[config.mk]
export PLATFORM = sky130hd
export DESIGN_NAME = mgwm_divider
export DESIGN_NICKNAME = d
export VERILOG_FILES = /design/src/hdl/mgwm_pkg.sv /design/src/hdl/mgwm_div_cell.sv /design/src/hdl/mgwm_divider.sv
export SDC_FILE = /design/constraint.sdc
export NUM_CORES = 2
export LEC_CHECK = 0
export BUFFER_PORTS_ARGS = -buffer_cell sky130_fd_sc_hd__buf_2
export CAP_MARGIN = 15
export CORE_ASPECT_RATIO = 1.5
export CORE_MARGIN = 1
export CORE_UTILIZATION = 50
export CTS_BUF_LIST = sky130_fd_sc_hd__clkbuf_8
export CTS_CLUSTER_SIZE = 30
export DETAILED_ROUTE_END_ITERATION = 10
export PLACE_DENSITY = 0.78
export SYNTH_ARGS = -nofsm -noshare
export SYNTH_HDL_FRONTEND = slang
export SYNTH_SLANG_ARGS = --single-unit
[constraint.sdc]
create_clock -name clk -period 11.65 [get_ports clk]
set_clock_uncertainty 0.1 [all_clocks]
set_input_delay 2.33 -clock clk [delete_from_list [all_inputs] [get_ports clk]]
set_output_delay 2.33 -clock clk [all_outputs]
set_load 0.05 [all_outputs]
[src/hdl/mgwm_pkg.sv]
// Shared types and constants of the masked Gaussian weighted mean core.
`default_nettype none
package mgwm_pkg;

    localparam int SAMPLE_BITS = 16;
    localparam int COEFF_BITS  = 16;
    localparam int CIDX_BITS   = 11;
    localparam int WLEN_BITS   = 12;
    localparam int POS_BITS    = 32;

    localparam logic [WLEN_BITS-1:0] WLEN_RESET = 12'd1200;

    typedef enum logic {
        ACT_SAMPLE = 1'b0,
        ACT_COEFF  = 1'b1
    } mgwm_action_t;

    typedef struct packed {
        mgwm_action_t                   action;
        logic signed [SAMPLE_BITS-1:0]  sample_value;
        logic [CIDX_BITS-1:0]           coeff_index;
        logic [COEFF_BITS-1:0]          coeff_value;
        logic                           end_of_sequence;
    } mgwm_item_t;

    typedef struct packed {
        logic signed [SAMPLE_BITS-1:0]  smoothed_value;
        logic [POS_BITS-1:0]            center_position;
        logic                           final_of_sequence;
    } mgwm_result_t;

    typedef enum logic [1:0] {
        ST_IDLE,
        ST_MAC,
        ST_DIV,
        ST_HOLD
    } mgwm_state_t;

    // Control from the sequencer to the tap engine
    typedef struct packed {
        logic start;
        logic sample_we;
        logic coeff_we;
    } mgwm_ctl_t;

    // Status from the divider chain
    typedef struct packed {
        logic                           done;
        logic signed [SAMPLE_BITS-1:0]  value;
    } mgwm_div_res_t;

endpackage
`default_nettype wire

[src/hdl/mgwm_div_cell.sv]
// One restoring division cell: resolves one quotient bit and passes on.
`default_nettype none
module mgwm_div_cell
    import mgwm_pkg::*;
#(
    parameter int REM_W = 43
) (
    input  wire logic                   clk,
    input  wire logic                   rst_n,
    input  wire logic                   in_valid,
    input  wire logic [REM_W-1:0]       in_rem,
    input  wire logic [SAMPLE_BITS-1:0] in_quo,
    input  wire logic [REM_W-1:0]       divisor,
    output logic                        out_valid,
    output logic [REM_W-1:0]            out_rem,
    output logic [SAMPLE_BITS-1:0]      out_quo
);

    logic                   valid_reg;
    logic [REM_W-1:0]       rem_reg, rem_next, diff;
    logic [SAMPLE_BITS-1:0] quo_reg, quo_next;
    logic                   ge;

    always_comb
    begin
        ge       = (in_rem >= divisor);
        diff     = ge ? (in_rem - divisor) : in_rem;
        rem_next = {diff[REM_W-2:0], 1'b0};
        quo_next = {in_quo[SAMPLE_BITS-2:0], ge};
    end

    always_ff @(posedge clk)
    begin
        rem_reg <= rem_next;
        quo_reg <= quo_next;
    end

    always_ff @(posedge clk or negedge rst_n)
    begin
        if (!rst_n)
        begin
            valid_reg <= 1'b0;
        end
        else
        begin
            valid_reg <= in_valid;
        end
    end

    assign out_valid = valid_reg;
    assign out_rem   = rem_reg;
    assign out_quo   = quo_reg;

endmodule
`default_nettype wire

[src/hdl/mgwm_divider.sv]
// Signed divide with saturation: a prepare stage and a chain of division cells.
`default_nettype none
module mgwm_divider
    import mgwm_pkg::*;
#(
    parameter int WSUM_W = 27
) (
    input  wire logic                                   clk,
    input  wire logic                                   rst_n,
    input  wire logic                                   start,
    input  wire logic signed [WSUM_W+SAMPLE_BITS-1:0]   acc,
    input  wire logic [WSUM_W-1:0]                      wsum,
    output mgwm_div_res_t                               res
);

    localparam int REM_W = WSUM_W + SAMPLE_BITS;
    localparam logic [SAMPLE_BITS-1:0] MAX_POS  = {1'b0, {(SAMPLE_BITS-1){1'b1}}};
    localparam logic [SAMPLE_BITS-1:0] MIN_NEG  = {1'b1, {(SAMPLE_BITS-1){1'b0}}};
    localparam logic [SAMPLE_BITS-1:0] HALF_MAG = {1'b1, {(SAMPLE_BITS-1){1'b0}}};

    logic                   pre_v_reg;
    logic                   neg_reg, sat_reg, zero_reg;
    logic [REM_W-1:0]       rem0_reg, div_reg;
    logic [REM_W-1:0]       mag;
    logic                   res_done_reg;
    logic [SAMPLE_BITS-1:0] res_val_reg, res_val_next;

    logic                   cv [SAMPLE_BITS+1];
    logic [REM_W-1:0]       cr [SAMPLE_BITS+1];
    logic [SAMPLE_BITS-1:0] cq [SAMPLE_BITS+1];
    logic [SAMPLE_BITS-1:0] q;

    assign mag = acc[REM_W-1] ? (~acc + REM_W'(1)) : acc;

    // Prepare: magnitude, sign, and the out-of-range test q >= 2^SAMPLE_BITS
    always_ff @(posedge clk)
    begin
        if (start)
        begin
            neg_reg  <= acc[REM_W-1];
            zero_reg <= (wsum == '0);
            sat_reg  <= (mag >= {wsum, {SAMPLE_BITS{1'b0}}});
            rem0_reg <= mag;
            div_reg  <= REM_W'({wsum, {(SAMPLE_BITS-1){1'b0}}});
        end
    end

    assign cv[0] = pre_v_reg;
    assign cr[0] = rem0_reg;
    assign cq[0] = '0;

    for (genvar i = 0; i < SAMPLE_BITS; i++)
    begin : g_cell
        mgwm_div_cell #(
            .REM_W (REM_W)
        ) u_cell (
            .clk       (clk),
            .rst_n     (rst_n),
            .in_valid  (cv[i]),
            .in_rem    (cr[i]),
            .in_quo    (cq[i]),
            .divisor   (div_reg),
            .out_valid (cv[i+1]),
            .out_rem   (cr[i+1]),
            .out_quo   (cq[i+1])
        );
    end

    assign q = cq[SAMPLE_BITS];

    always_comb
    begin
        if (zero_reg)
        begin
            res_val_next = '0;
        end
        else if (neg_reg)
        begin
            res_val_next = (sat_reg || (q > HALF_MAG)) ? MIN_NEG : (~q + SAMPLE_BITS'(1));
        end
        else
        begin
            res_val_next = (sat_reg || q[SAMPLE_BITS-1]) ? MAX_POS : q;
        end
    end

    always_ff @(posedge clk)
    begin
        if (cv[SAMPLE_BITS])
        begin
            res_val_reg <= res_val_next;
        end
    end

    always_ff @(posedge clk or negedge rst_n)
    begin
        if (!rst_n)
        begin
            pre_v_reg    <= 1'b0;
            res_done_reg <= 1'b0;
        end
        else
        begin
            pre_v_reg    <= start;
            res_done_reg <= cv[SAMPLE_BITS];
        end
    end

    assign res.done  = res_done_reg;
    assign res.value = res_val_reg;

endmodule
`default_nettype wire
==> summary.txt <==
Worst setup path
  – Crit path kind: in2reg
  – CP max stage delay: 0.58 ns
  – Required @ worst endpoint: ~12 ns
  – Crit Path Max Fanout: 5
  – Critical-path top delay cell: or4_4
  – Most used cell, CP: or4_4
  – Critical Path End Type: register
  – Crit path arrival time: slightly below 9 ns
  – Number of buffers and inverters on the critical path: 1
  – Reg2Reg Depth: 12
  – CP Cell Sequence: buf_2 > or4_4 > nor4_1 > nand3_1 > or4_1 > or4_1 > or4_4 > or4_4 > o41ai_2 > xnor2_1 > ha_1 > nand4_1 > nor4_1 > nand2_1 > or3_1 > nor3_1 > nand4b_1 > nor3_1 > a221o_1 > a211o_1
  – Critical path depth: 20
  – Top delay family on crit path: simple AND/OR/NAND/NOR gates
  – Worst Setup Start Kind: input port

Global routing
  – Largest net degree at the start of global routing: 75
  – Gr ovfl total: 0
  – First-pass GRT wire length: 181000 um
  – Vias in the first global route: 36.6k
  – All-Layer GR Usage: 26.0%
  – Initial antenna violation count: 5

Synthesis
  – Ys flop type: dfxtp_1
  – Compound-gate portion of the synthesized area: 19.9%
  – Area leader, netlist: dfxtp_1
  – Synthesized flop and latch total: 768
  – Cell Area, Synth: 43300 sq um
  – Mapped Cells: 4678
  – Combinational family with the most area after synthesis: compound AO/OA/AOI/OAI gates
  – Area contributors post-synth: dfxtp_1 (31%), ha_1 (13%), edfxtp_1 (6.2%)
  – Simple-gate share of the synthesized area: between 10% and 20%
  – Sequential fraction of the synthesis area: 37.8%
  – Syn_nets: about 5.2k
  – Synth Area per Inst: 9.25 sq um
  – Xor/xnor cell area share of the yosys netlist: 7.33%
  – Mux cell area share after synthesis: 3.91%
  – Ys Warns: 0
  – Yosys cell types: 85
  – Async SR Flop Fraction: 2.34%
  – Top cell type's share of synthesized area: 30.6%
  – Post-Synth Adder-Cell Area: 14.0%
  – Post-synth EDFFs: 89

Timing
  – Setup-failing EPs final: 0
  – Hold_ws: roughly 0.21 ns
  – FMAX: 120 MHz
  – Final TNS setup: 0 ns
  – Relative slew margins: 27.4%
  – Min cycle time layout: 8.31 ns
  – Final hold vios: 0
  – Worst Tran Pin Value: between 1 and 1.5 ns
  – Period Utilization, post-route: 71.4%
  – Slew Limit Fails: 0
  – RSZ-0062 raised after global routing: no

Drt
  – DRT Pass-1 Iters: 8
  – Wirelength per Cell: 19.1 um
  – Routed wire length: 116000 um
  – Iter 0 DRT Violations: 1728
  – DR DRC count: 0
  – Vias: 35.6k
  – DRT antenna net count: 0
  – Via-per-instance ratio: 5.88

Clock network
  – Root buffer cell: clkbuf_8
  – Worst-Skew Late Latency: 0.81 ns
  – Post CTS Setup Buffer Count: 0
  – # H-tree levels: 3
  – Clk pin slew, worst setup/hold paths: 0.07 ns
  – CTS Hold Bufs: 0
  – TritonCTS clock tree: yes
  – Maximum clock path buffer count: 3
  – Post_cts resized: 0
  – Clock sink total: 768
  – Cts bufs inserted: between 100 and 150

Die
  – Die width: 242 um
  – Initial Utilization: 50.6%
  – Die Area: 87700 sq um
  – Core area: 85400 sq um
  – I/O pin count: 90
  – Die height: 362 um
  – Std-Cell Rows: ~130

Worst hold path
  – Hold Crit Depth: 0
  – Hold Path Class: reg2reg

Cells and area
  – Layout area overhead: 10.4%
  – Share of cells above drive strength 1: 10.7%
  – # nets final: 5377
  – Max reg flops: 525
  – Fillers: 7377

Power and ir drop
  – Pwr dens: 322 nW/um^2
  – Leakage: 0.0210 uW
  – Worst vdd rail ir drop: roughly 0.13 mV

Status
  – Outcome: completed

Placement
  – Gp weighted congestion: 0.949
  – DP HPWL: 88000 um
  – IO buf count: 89

Flow run
  – Max_cap viols: 0
report_power, final:
group	total, uW	switching (uW)	internal (uW)	leakage, uW
clock network	2460	1100	1360	0.00146
logic	8490	4760	3730	0.0128
registers	4410	574	3830	0.00666
routing by layer:
metal | global-route usage, % | vias up | part of all wire, %
met4 | 23.7 | 0 | 9.6
li1 | - | 17400 | -
met3 | 4.23 | 533 | 4.3
met1 | 23.1 | 16800 | 34
met5 | 0 | - | 0
met2 | 49.7 | 954 | 52
per-stage QoR:
step / cells / cell area, sq um / total power, uW / utilization [%] / worst slack [ns]
detailed placement: 5839 / 45100 / 12800 / 52.9 / 2.57
global route: 6056 / 47800 / 16500 / 55.9 / 3.16
finish: 6056 / 47800 / 15400 / 55.9 / 3.34
CTS: 6055 / 47800 / 15300 / 55.9 / 3.40
global placement: 5839 / 45100 / 12600 / 52.9 / 2.70
floorplan: 4678 / 43300 / 10800 / - / 4.30
layout by cell type, fill, tap and decap left out, types with 18 or more instances in the layout:
cell type and instances:
or3_1 26, dfxtp_1 661, o21ai_0 380, nor2b_1 70
edfxtp_1 89, nand3_1 73, o21a_1 74, nor3_1 87
dfrtp_1 18, o211ai_1 19, clkbuf_8 145, o21bai_1 55
a21o_1 180, nor3b_1 19, or2_2 24, a31oi_1 34
xor2_1 135, nand2b_1 69, nor4_1 39, xnor2_1 227
ha_1 461, inv_1 217, a21oi_1 357, a211oi_1 42
and3_1 33, nand2_1 394, buf_2 89, a21boi_0 22
buf_4 44, mux2_2 137, o31ai_1 49, nor2_1 270
a211o_1 19, nand4_1 63, clkinv_2 24
kinds of logic (layout without fill, tap and decap cells):
logic type | count (synthesis) | after routing
other | 0 | 1
AO/OA/AOI/OAI | 1366 | 1366
flip-flops | 768 | 768
multiplexers | 152 | 152
adder cells (fa/ha/maj) | 476 | 476
XOR/XNOR | 362 | 362
buffers and inverters | 295 | 542
AND/OR/NAND/NOR | 1259 | 1259
layout make-up:
type | count | area, sq um | area share (%)
antenna | 1 | 2.50 | 0.00524
clock buffer | 145 | 2000 | 4.18
tap | 1130 | 1410 | 2.96
timing repair buffer | 133 | 776 | 1.62
sequential | 768 | 16400 | 34.2
clock inverter | 71 | 637 | 1.33
multi-input combinational | 3615 | 25900 | 54.1
inverter | 193 | 724 | 1.52
cells in the mapped netlist, types with 26 or more instances:
cell	instances
a211oi_1	43
a31oi_1	35
o31ai_1	49
xor2_1	135
clkbuf_1	94
nor2b_1	70
dfxtp_1	661
nand4_1	63
mux2_2	137
nor3_1	87
xnor2_1	227
inv_1	192
o21ai_0	381
ha_1	461
and3_1	33
nand2b_1	69
nand3_1	73
a21oi_1	361
o21a_1	74
nand2_1	394
nor2_1	270
nor4_1	39
or3_1	26
o21bai_1	55
a21o_1	180
edfxtp_1	89
worst paths after layout:
| path | from | to | slack (ns) |
|---|---|---|---|
| setup reg to reg | div_reg[22] | g_cell[4].u_cell.out_rem[28] | 6.80 |
| setup / recovery | acc[7] | sat_reg | 3.34 |
| max in group asynchronous | rst_n | g_cell[4].u_cell.out_valid | 9.79 |
| min in group asynchronous | rst_n | g_cell[0].u_cell.out_valid | 1.37 |
| hold / removal | g_cell[3].u_cell.out_quo[1] | g_cell[4].u_cell.out_quo[2] | 0.21 |
| hold reg to reg | g_cell[3].u_cell.out_quo[1] | g_cell[4].u_cell.out_quo[2] | 0.21 |
(Power assumes the default switching activity.)
